==> src/bba_pkg.sv <==
package bba_pkg;

    localparam int MAX_BLOCKS_DEFAULT = 256;

    // blocks per map row
    localparam int ROW_BITS  = 8;
    localparam int ROW_SHIFT = 3;

    localparam int ADDR_W  = 32;
    localparam int BYTES_W = 24;
    localparam int BSIZE_W = 16;
    localparam int BCOUNT_W = 9;
    localparam int STATUS_W = 2;
    localparam int CFG_IDX_W = 2;

    localparam logic [STATUS_W-1:0] ST_OK       = 2'd0;
    localparam logic [STATUS_W-1:0] ST_NO_SPACE = 2'd1;
    localparam logic [STATUS_W-1:0] ST_BAD_FREE = 2'd2;

    localparam logic FUNC_ALLOC = 1'b0;
    localparam logic FUNC_FREE  = 1'b1;

    localparam logic [CFG_IDX_W-1:0] REG_BASE   = 2'd0;
    localparam logic [CFG_IDX_W-1:0] REG_BSIZE  = 2'd1;
    localparam logic [CFG_IDX_W-1:0] REG_BCOUNT = 2'd2;

    localparam logic [ADDR_W-1:0]   BASE_RESET   = 32'h0;
    localparam logic [BSIZE_W-1:0]  BSIZE_RESET  = 16'd64;
    localparam logic [BCOUNT_W-1:0] BCOUNT_RESET = 9'd256;

endpackage

==> src/bitmap_block_allocator_unit.sv <==
// Bitmap first-fit block allocator.
// Input channel s_*: one request per transfer (allocate or free, byte size,
// address to free). Result channel m_*: one status and granted address per
// request, in request order. Configuration (base, block size, block count)
// is to be written through cfg_we/cfg_index/cfg_wdata only while the block is idle;
// the block itself does not enforce this. The map sits in a RAM of 8-block rows;
// each row is read and then evaluated, or read and then written back when marked.
// A request rejected up front goes straight to the hand-off; any other passes the
// rounding division (a free then divides the address offset as well), then the
// rows are scanned or checked and the rows marked, and for an allocate the granted
// address is formed by a multiply and an add before the hand-off.
// One request is processed at a time; the next one is accepted once the
// result sits in the output register, even if the receiver stalls it.
// A stalled result holds; a further finished result waits until it is taken.
// After reset the map is cleared one row a cycle with s_ready low; configuration
// writes are taken throughout.
module bitmap_block_allocator_unit import bba_pkg::*; #(
    parameter int MAX_BLOCKS = MAX_BLOCKS_DEFAULT
) (
    input  logic                 aclk,
    input  logic                 aresetn,
    input  logic                 cfg_we,
    input  logic [CFG_IDX_W-1:0] cfg_index,
    input  logic [ADDR_W-1:0]    cfg_wdata,
    input  logic                 s_valid,
    output logic                 s_ready,
    input  logic                 s_func,
    input  logic [BYTES_W-1:0]   s_request_bytes,
    input  logic [ADDR_W-1:0]    s_buffer_address,
    output logic                 m_valid,
    input  logic                 m_ready,
    output logic [STATUS_W-1:0]  m_status,
    output logic [ADDR_W-1:0]    m_granted_address
);

    localparam int ROWS = (MAX_BLOCKS + ROW_BITS - 1) / ROW_BITS;
    localparam int RW = (ROWS > 1) ? $clog2(ROWS) : 1;
    localparam int XW = RW + ROW_SHIFT + 1;
    localparam int PW = XW + BSIZE_W;
    localparam int NEED_W = BYTES_W + 1;
    localparam int DIV_STEPS = ADDR_W;
    localparam int CNT_W = $clog2(DIV_STEPS);
    localparam logic [XW-1:0] MAX_X = XW'(MAX_BLOCKS);
    localparam logic [RW-1:0] LAST_ROW = RW'(ROWS - 1);

    typedef enum logic [3:0] {
        S_CLR, S_IDLE, S_DIV, S_DIVEND, S_SC_RD, S_SC_EV, S_CK_RD, S_CK_EV,
        S_MK_RD, S_MK_WR, S_MUL, S_ADD, S_FIN
    } state_t;

    state_t state_reg;

    logic [ADDR_W-1:0]   base_reg;
    logic [BSIZE_W-1:0]  bsize_reg;
    logic [BCOUNT_W-1:0] bcount_reg;

    logic                func_reg;
    logic [ADDR_W-1:0]   addr_reg;
    logic [NEED_W-1:0]   need_reg;

    logic [ADDR_W-1:0]   dvd_reg;
    logic [BSIZE_W:0]    rem_reg;
    logic [ADDR_W-1:0]   quo_reg;
    logic [CNT_W-1:0]    cnt_reg;
    logic                div_sel_reg;

    logic [RW-1:0]       row_reg;
    logic [XW-1:0]       run_reg;
    logic [XW-1:0]       start_reg;
    logic [XW-1:0]       lo_reg;
    logic [XW-1:0]       hi_reg;
    logic                mark_set_reg;
    logic [PW-1:0]       prod_reg;

    logic [STATUS_W-1:0] res_status_reg;
    logic [ADDR_W-1:0]   res_addr_reg;
    logic                m_valid_reg;
    logic [STATUS_W-1:0] m_status_reg;
    logic [ADDR_W-1:0]   m_addr_reg;

    logic                ram_we;
    logic [ROW_BITS-1:0] ram_wdata;
    logic [ROW_BITS-1:0] ram_rdata;

    logic [XW-1:0]       n_x;
    logic [ADDR_W-1:0]   n32;
    logic [RW-1:0]       last_row;
    logic [RW-1:0]       hi_row;
    logic [BSIZE_W:0]    rem_sh;
    logic                rem_ge;
    logic [NEED_W-1:0]   need_comb;
    logic [ROW_BITS-1:0] win_mask;
    logic                ck_bad;
    logic [XW-1:0]       run_v;
    logic [XW-1:0]       start_v;
    logic [XW-1:0]       end_v;
    logic                fnd_v;
    logic                trivial_bad;

    bba_ram #(
        .WIDTH(ROW_BITS),
        .DEPTH(ROWS)
    ) u_map (
        .aclk (aclk),
        .we   (ram_we),
        .waddr(row_reg),
        .wdata(ram_wdata),
        .raddr(row_reg),
        .rdata(ram_rdata)
    );

    assign n_x = (32'(bcount_reg) > 32'(MAX_BLOCKS)) ? MAX_X : XW'(bcount_reg);
    assign n32 = 32'(n_x);
    assign last_row = RW'((n_x - XW'(1)) >> ROW_SHIFT);
    assign hi_row = RW'(hi_reg >> ROW_SHIFT);
    assign rem_sh = {rem_reg[BSIZE_W-1:0], dvd_reg[ADDR_W-1]};
    assign rem_ge = rem_sh >= {1'b0, bsize_reg};
    assign need_comb = NEED_W'(quo_reg) + NEED_W'(rem_reg != '0);
    assign ck_bad = |(win_mask & ~ram_rdata);
    assign trivial_bad = (bsize_reg == '0) || (s_request_bytes == '0) || (n_x == '0);

    always_comb begin
        logic [XW-1:0] idx;
        win_mask = '0;
        for (int b = 0; b < ROW_BITS; b++) begin
            idx = XW'({row_reg, 3'(b)});
            win_mask[b] = (idx >= lo_reg) && (idx <= hi_reg);
        end
    end

    always_comb begin
        logic [XW-1:0] idx;
        run_v = run_reg;
        start_v = start_reg;
        end_v = '0;
        fnd_v = 1'b0;
        for (int b = 0; b < ROW_BITS; b++) begin
            idx = XW'({row_reg, 3'(b)});
            if ((idx < n_x) && !fnd_v) begin
                if (ram_rdata[b]) begin
                    run_v = '0;
                end else begin
                    if (run_v == '0) begin
                        start_v = idx;
                    end
                    run_v = run_v + XW'(1);
                    if (32'(run_v) >= 32'(need_reg)) begin
                        fnd_v = 1'b1;
                        end_v = idx;
                    end
                end
            end
        end
    end

    always_comb begin
        ram_we = 1'b0;
        ram_wdata = '0;
        if (state_reg == S_CLR) begin
            ram_we = 1'b1;
        end else if (state_reg == S_MK_WR) begin
            ram_we = 1'b1;
            ram_wdata = mark_set_reg ? (ram_rdata | win_mask) : (ram_rdata & ~win_mask);
        end
    end

    always_ff @(posedge aclk) begin
        if (!aresetn) begin
            base_reg <= BASE_RESET;
            bsize_reg <= BSIZE_RESET;
            bcount_reg <= BCOUNT_RESET;
        end else if (cfg_we) begin
            unique case (cfg_index)
                REG_BASE:   base_reg <= cfg_wdata;
                REG_BSIZE:  bsize_reg <= cfg_wdata[BSIZE_W-1:0];
                REG_BCOUNT: bcount_reg <= cfg_wdata[BCOUNT_W-1:0];
                default: ;
            endcase
        end
    end

    always_ff @(posedge aclk) begin
        if (!aresetn) begin
            state_reg <= S_CLR;
            row_reg <= '0;
            m_valid_reg <= 1'b0;
        end else begin
            if ((state_reg == S_FIN) && (!m_valid_reg || m_ready)) begin
                m_valid_reg <= 1'b1;
            end else if (m_ready) begin
                m_valid_reg <= 1'b0;
            end
            unique case (state_reg)
                S_CLR: begin
                    if (row_reg == LAST_ROW) begin
                        row_reg <= '0;
                        state_reg <= S_IDLE;
                    end else begin
                        row_reg <= row_reg + RW'(1);
                    end
                end
                S_IDLE: begin
                    if (s_valid) begin
                        func_reg <= s_func;
                        addr_reg <= s_buffer_address;
                        res_addr_reg <= '0;
                        if (trivial_bad) begin
                            res_status_reg <= (s_func == FUNC_ALLOC) ? ST_NO_SPACE
                                                                     : ST_BAD_FREE;
                            state_reg <= S_FIN;
                        end else if ((s_func == FUNC_FREE) && (s_buffer_address < base_reg)) begin
                            res_status_reg <= ST_BAD_FREE;
                            state_reg <= S_FIN;
                        end else begin
                            dvd_reg <= ADDR_W'(s_request_bytes);
                            rem_reg <= '0;
                            quo_reg <= '0;
                            cnt_reg <= '0;
                            div_sel_reg <= 1'b0;
                            state_reg <= S_DIV;
                        end
                    end
                end
                S_DIV: begin
                    rem_reg <= rem_ge ? (rem_sh - {1'b0, bsize_reg}) : rem_sh;
                    quo_reg <= {quo_reg[ADDR_W-2:0], rem_ge};
                    dvd_reg <= {dvd_reg[ADDR_W-2:0], 1'b0};
                    cnt_reg <= cnt_reg + CNT_W'(1);
                    if (cnt_reg == CNT_W'(DIV_STEPS - 1)) begin
                        state_reg <= S_DIVEND;
                    end
                end
                S_DIVEND: begin
                    if (!div_sel_reg) begin
                        need_reg <= need_comb;
                        if (func_reg == FUNC_ALLOC) begin
                            if (32'(need_comb) > n32) begin
                                res_status_reg <= ST_NO_SPACE;
                                state_reg <= S_FIN;
                            end else begin
                                row_reg <= '0;
                                run_reg <= '0;
                                start_reg <= '0;
                                state_reg <= S_SC_RD;
                            end
                        end else begin
                            dvd_reg <= addr_reg - base_reg;
                            rem_reg <= '0;
                            quo_reg <= '0;
                            cnt_reg <= '0;
                            div_sel_reg <= 1'b1;
                            state_reg <= S_DIV;
                        end
                    end else begin
                        if ((quo_reg >= n32) || (32'(need_reg) > (n32 - quo_reg))) begin
                            res_status_reg <= ST_BAD_FREE;
                            state_reg <= S_FIN;
                        end else begin
                            lo_reg <= XW'(quo_reg);
                            hi_reg <= XW'(quo_reg + 32'(need_reg) - 32'd1);
                            row_reg <= RW'(quo_reg >> ROW_SHIFT);
                            state_reg <= S_CK_RD;
                        end
                    end
                end
                S_SC_RD: state_reg <= S_SC_EV;
                S_SC_EV: begin
                    run_reg <= run_v;
                    start_reg <= start_v;
                    if (fnd_v) begin
                        lo_reg <= start_v;
                        hi_reg <= end_v;
                        row_reg <= RW'(start_v >> ROW_SHIFT);
                        mark_set_reg <= 1'b1;
                        state_reg <= S_MK_RD;
                    end else if (row_reg == last_row) begin
                        res_status_reg <= ST_NO_SPACE;
                        state_reg <= S_FIN;
                    end else begin
                        row_reg <= row_reg + RW'(1);
                        state_reg <= S_SC_RD;
                    end
                end
                S_CK_RD: state_reg <= S_CK_EV;
                S_CK_EV: begin
                    if (ck_bad) begin
                        res_status_reg <= ST_BAD_FREE;
                        state_reg <= S_FIN;
                    end else if (row_reg == hi_row) begin
                        row_reg <= RW'(lo_reg >> ROW_SHIFT);
                        mark_set_reg <= 1'b0;
                        state_reg <= S_MK_RD;
                    end else begin
                        row_reg <= row_reg + RW'(1);
                        state_reg <= S_CK_RD;
                    end
                end
                S_MK_RD: state_reg <= S_MK_WR;
                S_MK_WR: begin
                    if (row_reg == hi_row) begin
                        if (mark_set_reg) begin
                            state_reg <= S_MUL;
                        end else begin
                            res_status_reg <= ST_OK;
                            state_reg <= S_FIN;
                        end
                    end else begin
                        row_reg <= row_reg + RW'(1);
                        state_reg <= S_MK_RD;
                    end
                end
                S_MUL: begin
                    prod_reg <= PW'(lo_reg) * PW'(bsize_reg);
                    state_reg <= S_ADD;
                end
                S_ADD: begin
                    res_addr_reg <= base_reg + ADDR_W'(prod_reg);
                    res_status_reg <= ST_OK;
                    state_reg <= S_FIN;
                end
                S_FIN: begin
                    if (!m_valid_reg || m_ready) begin
                        m_status_reg <= res_status_reg;
                        m_addr_reg <= res_addr_reg;
                        state_reg <= S_IDLE;
                    end
                end
                default: state_reg <= S_CLR;
            endcase
        end
    end

    assign s_ready = (state_reg == S_IDLE);
    assign m_valid = m_valid_reg;
    assign m_status = m_status_reg;
    assign m_granted_address = m_addr_reg;

endmodule

==> src/bba_ram.sv <==
module bba_ram #(
    parameter int WIDTH = 8,
    parameter int DEPTH = 32
) (
    input  logic                                   aclk,
    input  logic                                   we,
    input  logic [((DEPTH > 1) ? $clog2(DEPTH) : 1)-1:0] waddr,
    input  logic [WIDTH-1:0]                       wdata,
    input  logic [((DEPTH > 1) ? $clog2(DEPTH) : 1)-1:0] raddr,
    output logic [WIDTH-1:0]                       rdata
);

    logic [WIDTH-1:0] mem [DEPTH];

    always_ff @(posedge aclk) begin
        if (we) begin
            mem[waddr] <= wdata;
        end
        rdata <= mem[raddr];
    end

endmodule

==> config.mk <==
export PLATFORM = sky130hd
export DESIGN_NAME = bitmap_block_allocator_unit
export DESIGN_NICKNAME = d
export VERILOG_FILES = /design/src/bba_pkg.sv /design/src/bitmap_block_allocator_unit.sv /design/src/bba_ram.sv
export SDC_FILE = /design/constraint.sdc
export NUM_CORES = 2
export LEC_CHECK = 0
export BUFFER_PORTS_ARGS = -buffer_cell sky130_fd_sc_hd__buf_2
export CAP_MARGIN = 10
export CORE_MARGIN = 3
export CORE_UTILIZATION = 50
export CTS_BUF_LIST = sky130_fd_sc_hd__clkbuf_16
export CTS_CLUSTER_SIZE = 40
export DETAILED_ROUTE_END_ITERATION = 10
export PLACE_DENSITY = 0.65
export SYNTH_ARGS = -nofsm -noshare
export SYNTH_HDL_FRONTEND = slang
export SYNTH_SLANG_ARGS = --single-unit
==> constraint.sdc <==
create_clock -name aclk -period 21 [get_ports aclk]
set_clock_uncertainty 0.1 [all_clocks]
set_input_delay 4.2 -clock aclk [delete_from_list [all_inputs] [get_ports aclk]]
set_output_delay 4.2 -clock aclk [all_outputs]
set_load 0.02 [all_outputs]
# Word level (Yosys, flattened, before mapping)

Memories as Yosys holds them, arrays and structs flattened. A register that Yosys moved wholly into a read port is not among the register bits.
Index checks and enable logic that the tools add are counted.

Add/sub/neg operators: 18
Multiply operators: 1
Magnitude comparators: 38
Equal/unequal tests: 46
Muxes and demuxes: 190
Bitwise logic cells: 6
Reductions and logical operators: 68

Operators by type and width:

| kind                                        | count |
|---|---|
| 2-to-1 mux 9 bit                            | 71 |
| 2-to-1 mux 32 bit                           | 11 |
| >= comparator 9 x 25 -> 1 bit               | 8 |
| one-hot mux 32 bit (3 select lines)         | 2 |
| 2-to-1 mux 17 bit                           | 6 |
| zero test 9 bit                             | 9 |
| 2-to-1 mux 5 bit                            | 15 |
| adder 9 x 1 -> 9 bit, second input constant | 8 |
| >= comparator 8 x 9 -> 1 bit                | 8 |
| <= comparator 8 x 9 -> 1 bit                | 8 |
| < comparator 8 x 9 -> 1 bit                 | 8 |
| one-hot mux 9 bit (2 select lines)          | 4 |
| one-hot mux 32 bit (2 select lines)         | 1 |
| 2-to-1 mux 4 bit                            | 15 |
| one-hot mux 4 bit (13 select lines)         | 1 |
| one-hot mux 17 bit (3 select lines)         | 1 |
| 2-to-1 mux 8 bit                            | 6 |
| 2-to-1 mux 1 bit                            | 38 |
| != test 2 bit, second input constant        | 18 |
| adder 32 x 25 -> 32 bit                     | 1 |
| >= comparator 32 x 9 -> 1 bit               | 1 |
| > comparator 25 x 32 -> 1 bit               | 1 |
| < comparator 32 bit                         | 1 |
| subtractor 32 bit                           | 1 |
| 51 further kinds                            | 124 |

Flip-flop bits (word level): 342
Memory bits (writable): 256
Input bits: 96
Output and inout port bits: 36
Logic and storage cells: 392
Memories: 1

Memory list:

| memory    | depth | width | rd ports | clocked after memory_dff | write ports | RTL line      | source |
|---|---|---|---|---|---|---|---|
| u_map.mem | 32    | 8     | 1        | 1                        | 1           | bba_ram.sv:13 | `logic [WIDTH-1:0] mem [DEPTH];` |

# Logic depth before layout (Yosys ltp)

Word-level depth: 35
Depth in mapped cells: 78
Gate-level depth less buffers: 74

# Cells and area by module

From an unflattened synthesis, not the netlist that was laid out.

Cells, all modules: 3815
Area, all modules: 40413.8 um2

Modules (own cells, without submodules):

| module                      | times used | cells an instance | area an instance (um2) | sequential area each (um2) |
|---|---|---|---|---|
| bitmap_block_allocator_unit | 1          | 3398              | 30360.4                | 9599.2 |
| bba_ram                     | 1          | 417               | 10053.4                | 7847.5 |

# Worst setup path before layout

Ideal clock, no wire load.

Path type: input to register
Start point: input s_buffer_address[1]
End point: register cnt_reg[0] (enable)
Library setup time: 0.742 ns
Arrival time: 14.657 ns
Data required time: 20.158 ns
Slack: 5.501 ns
Stages on the path: 20
Path buffers: 0
Cell sequence: ha_1 -> a21o_1 -> a21o_1 -> a21o_1 -> a21o_1 -> a21o_1 -> a21o_1 -> a21o_1 -> a21o_1 -> a21o_1 -> a21o_1 -> a21o_1 -> a21o_1 -> a21o_1 -> a21o_1 -> a21oi_1 -> o311ai_0 -> a2111o_1 -> a21boi_0 -> nor4_1

Cells in the longest elaborated chain, start to end: 4

Ends and longest elaborated chain:

| what                          | RTL line                           | source |
|---|---|---|
| start: declaration            | bitmap_block_allocator_unit.sv:29  | `input logic [ADDR_W-1:0] s_buffer_address,` |
| < comparator 32 bit           | bitmap_block_allocator_unit.sv:211 | `end else if ((s_func == FUNC_FREE) && (s_buffer_address < base_reg)) begin` |
| logical AND 1 bit             | bitmap_block_allocator_unit.sv:211 |  |
| != test 2 bit (no line)       | -                                  |  |
| AND reduction 7 bit (no line) | -                                  |  |
| end signal: assignment        | bitmap_block_allocator_unit.sv:228 | `cnt_reg <= cnt_reg + CNT_W'(1);` |
| end: declaration              | bitmap_block_allocator_unit.sv:64  | `logic [CNT_W-1:0] cnt_reg;` |

Every way passes these cells.
A chain may end at the register's enable or synchronous reset.

# Worst setup path in the final report

Start point: register bcount_reg[8]
End point: register hi_reg[5] (enable)

Cells in the longest elaborated chain, start to end: 35
Elaborated cells between the ends (all ways): 80
Those cells by class: add/sub (8); order compare (18); eq/ne (2); mux (36); reduce/logical (16)

Ends and longest elaborated chain:

| what                            | RTL line                           | source |
|---|---|---|
| start: declaration              | bitmap_block_allocator_unit.sv:55  | `logic [BCOUNT_W-1:0] bcount_reg;` |
| start signal: assignment        | bitmap_block_allocator_unit.sv:176 | `REG_BCOUNT: bcount_reg <= cfg_wdata[BCOUNT_W-1:0];` |
| > comparator 9 bit              | bitmap_block_allocator_unit.sv:112 | `assign n_x = (32'(bcount_reg) > 32'(MAX_BLOCKS)) ? MAX_X : XW'(bcount_reg);` |
| 2-to-1 mux 9 bit *              | bitmap_block_allocator_unit.sv:112 |  |
| < comparator 8 x 9 -> 1 bit     | bitmap_block_allocator_unit.sv:139 | `if ((idx < n_x) && !fnd_v) begin` |
| 2-to-1 mux 9 bit                | bitmap_block_allocator_unit.sv:139 |  |
| adder 9 x 1 -> 9 bit            | bitmap_block_allocator_unit.sv:146 | `run_v = run_v + XW'(1);` |
| >= comparator 9 x 25 -> 1 bit   | bitmap_block_allocator_unit.sv:147 | `if (32'(run_v) >= 32'(need_reg)) begin` |
| 2-to-1 mux 1 bit                | bitmap_block_allocator_unit.sv:147 |  |
| 2-to-1 mux 1 bit                | bitmap_block_allocator_unit.sv:140 | `if (ram_rdata[b]) begin` |
| [19 not listed]                 | -                                  |  |
| 2-to-1 mux 9 bit                | bitmap_block_allocator_unit.sv:139 |  |
| adder 9 x 1 -> 9 bit            | bitmap_block_allocator_unit.sv:146 |  |
| >= comparator 9 x 25 -> 1 bit   | bitmap_block_allocator_unit.sv:147 |  |
| 2-to-1 mux 1 bit                | bitmap_block_allocator_unit.sv:147 |  |
| 2-to-1 mux 1 bit                | bitmap_block_allocator_unit.sv:140 |  |
| 2-to-1 mux 1 bit                | bitmap_block_allocator_unit.sv:139 |  |
| != test 2 bit (no line)         | -                                  |  |
| AND reduction 5 bit (no line) * | -                                  |  |
| end signal: assignment          | bitmap_block_allocator_unit.sv:260 | `hi_reg <= XW'(quo_reg + 32'(need_reg) - 32'd1);` |
| end signal: assignment          | bitmap_block_allocator_unit.sv:272 | `hi_reg <= end_v;` |
| end: declaration                | bitmap_block_allocator_unit.sv:71  | `logic [XW-1:0] hi_reg;` |

Mark *: on every way between the ends. The rest lies on a longest branch, timed or not.

==> out/results.tsv <==
metric	value	unit
largest-register	u_map.mem	
ios	132	
place_ws	3410	ps
cellPowerDensity	65.8	nW/µm²
max_slew_margin	18.3	%
setup_tns	0	ps
synth_seq_cells	606	
synth_compound_area_share	13.3	%
first_global_vias	28961	
drive_gt1_share	10.4	%
routed_via_density	5.96	
die_height	291	µm
startpoint	bcount_reg[8]	
post_cts_buffers	0	
rsz0062_at_grt	no	
row_count	103	
yosysTopAreaCell	edfxtp_1	
crit_path_max_fanout	19	
worstSkewPairLatency	620	ps
crit_type	reg -> reg	
path_clk_slew	60	ps
instances_no_fill	5055	
synth_area	40500	µm²
vias	30141	
worstMarginPinSlew	1220	ps
grt.total_usage	25.7	%
synthFlopType	edfxtp_1	
fmax	55.7	MHz
syn_area_per_cell	10.5	µm²
arrival	18130	ps
synthTopCellsByArea	edfxtp_1 (39%), ha_1 (9.9%), fa_1 (5.1%)	
synth-simple-area-share	15.5	%
setup_slack	3050	ps
crit_path_end_kind	flop	
min-delay-start	res_addr_reg[13]	
reg2reg_from	bcount_reg[8]	
yosysSeqAreaShare	43.1	%
hold_class	reg -> reg	
synthMuxAreaShare	4.79	%
largest_reg_flops	256	
holdWs	316	ps
cts_hold_buf	0	
max_stage_delay	680	ps
synth_top_family_by_area	simple AND/OR/NAND/NOR gates	
drcViolationCount	0	
grt_pass1_wl	171000	µm
hold_viol_final	0	
root_buffer	clkbuf_16	
grt_overflow	0	
max_cap_viol_count	0	
fp.dieW	291	µm
nFillCells	6935	
routed_wl	111000	µm
cts_htree_levels	3	
antenna_found_initial	6	
setup_viol	0	
start_util	50.9	%
synthAdderAreaFrac	15.1	%
design_area	44300	µm²
async_reset_ff_share	0	%
postPlaceCellArea	42200	µm²
p_leak	17.1	nW
period_share	85.5	%
synth-edff-count	531	
cts.sinks	606	
cp.required	21180	ps
p_total	2.92	mW
post-dp-hpwl	82100	µm
grt_max_degree	81	
postRouteAntennaNets	0	
cts.path.max_buffers	3	
drt_iter0_drc	2691	
cpMostUsedCell	ha_1	
final_common_cell	edfxtp_1	
ir_worst_vdd	0.0748	mV
finalCriticalPeriod	17950	ps
die_area	84500	µm²
ys_types	105	
synth-xor-area-share	3.72	%
cp_slowest_cell	a311oi_1	
core_area	79600	µm²
post_cts_resized	0	
port_buffers	131	
startpoint_type	flop	
netlist_instances	3869	
placed_cells	4932	
syn_nets	4390	
final_cell_mix	edfxtp_1 (531), nand2_1 (379), inv_1 (333), ha_1 (321), nor2_1 (307)	
outcome	finished clean	
place_congestion	0.948	
post-route-util	55.6	%
cts_tree	done	
first_pass_iters	6	
ys_warn_count	0	
report.final.slew_viol_count	0	
cts_buffers	66	
area_growth_syn_to_layout	9.37	%
routedWlPerCell	21.9	µm
synth_top_area_share	39.4	%
nets	4471	
-- layer usage --
layer  vias to the layer above  global-route usage (%)  routed length [µm]
met5                         -                   0.113                   0
met4                         0                    8.49                3590
met3                       197                    4.49                7740
met2                      1003                    39.8               49800
met1                     14664                    36.9               49600
li1                      14277                       -                   -
-- where the power goes --
group          internal, mW  leakage [nW]  total (mW)  switching (mW)
Clock                 0.647          1.08        1.14           0.490
Combinational         0.175          10.8       0.447           0.271
Sequential             1.31          5.22        1.33          0.0232
-- logic make-up after synthesis --
kind of cell,Yosys count
adders and majority gates,425
xor gates and xnor gates,172
DFF,606
muxes,112
buffers and inverters,477
AOI/OAI and AO/OA,796
and+or+nand+nor,1281
-- synthesized netlist by cell type (all sizes together), types with 56 or more instances --
cell	count
clkbuf	130
and3	56
ha	321
fa	104
mux4	64
nor2b	65
a22oi	64
inv	315
nor3	80
edfxtp	531
nand3	81
dfxtp	75
o21ai	181
xnor2	120
nor2	316
a21boi	72
a21oi	166
nand2	379
-- layout make-up --
| type | instances | area [µm²] | area share, % |
|---|---|---|---|
| inverters | 316 | 1190 | 2.68 |
| clock inverters | 51 | 415 | 0.938 |
| repair buffers | 174 | 978 | 2.21 |
| well taps | 1050 | 1310 | 2.97 |
| clock buffers | 67 | 1680 | 3.78 |
| diodes | 5 | 12.5 | 0.0282 |
| flip-flops and latches | 606 | 17500 | 39.4 |
| multi-input cells | 2786 | 21300 | 48.0 |
-- worst paths after layout --
path              slack, ps                     to  cells past startpoint
setup reg to reg       3050              hi_reg[5]                     67
hold / removal          320  m_granted_address[13]                      0
setup / recovery       3050              hi_reg[5]                     67
hold reg to reg         320  m_granted_address[13]                      0
-- critical path: cells and delay by family, from the launching register on --
family | cells | cell delay, ps
simple gates | 18 | 4990
xor+xnor | 4 | 810
fa+ha+maj | 8 | 2410
flops | 1 | 530
mux | 2 | 570
compound gates | 26 | 6430
buf+inv | 9 | 1750
Note: power is estimated with default switching activity, not from simulation.
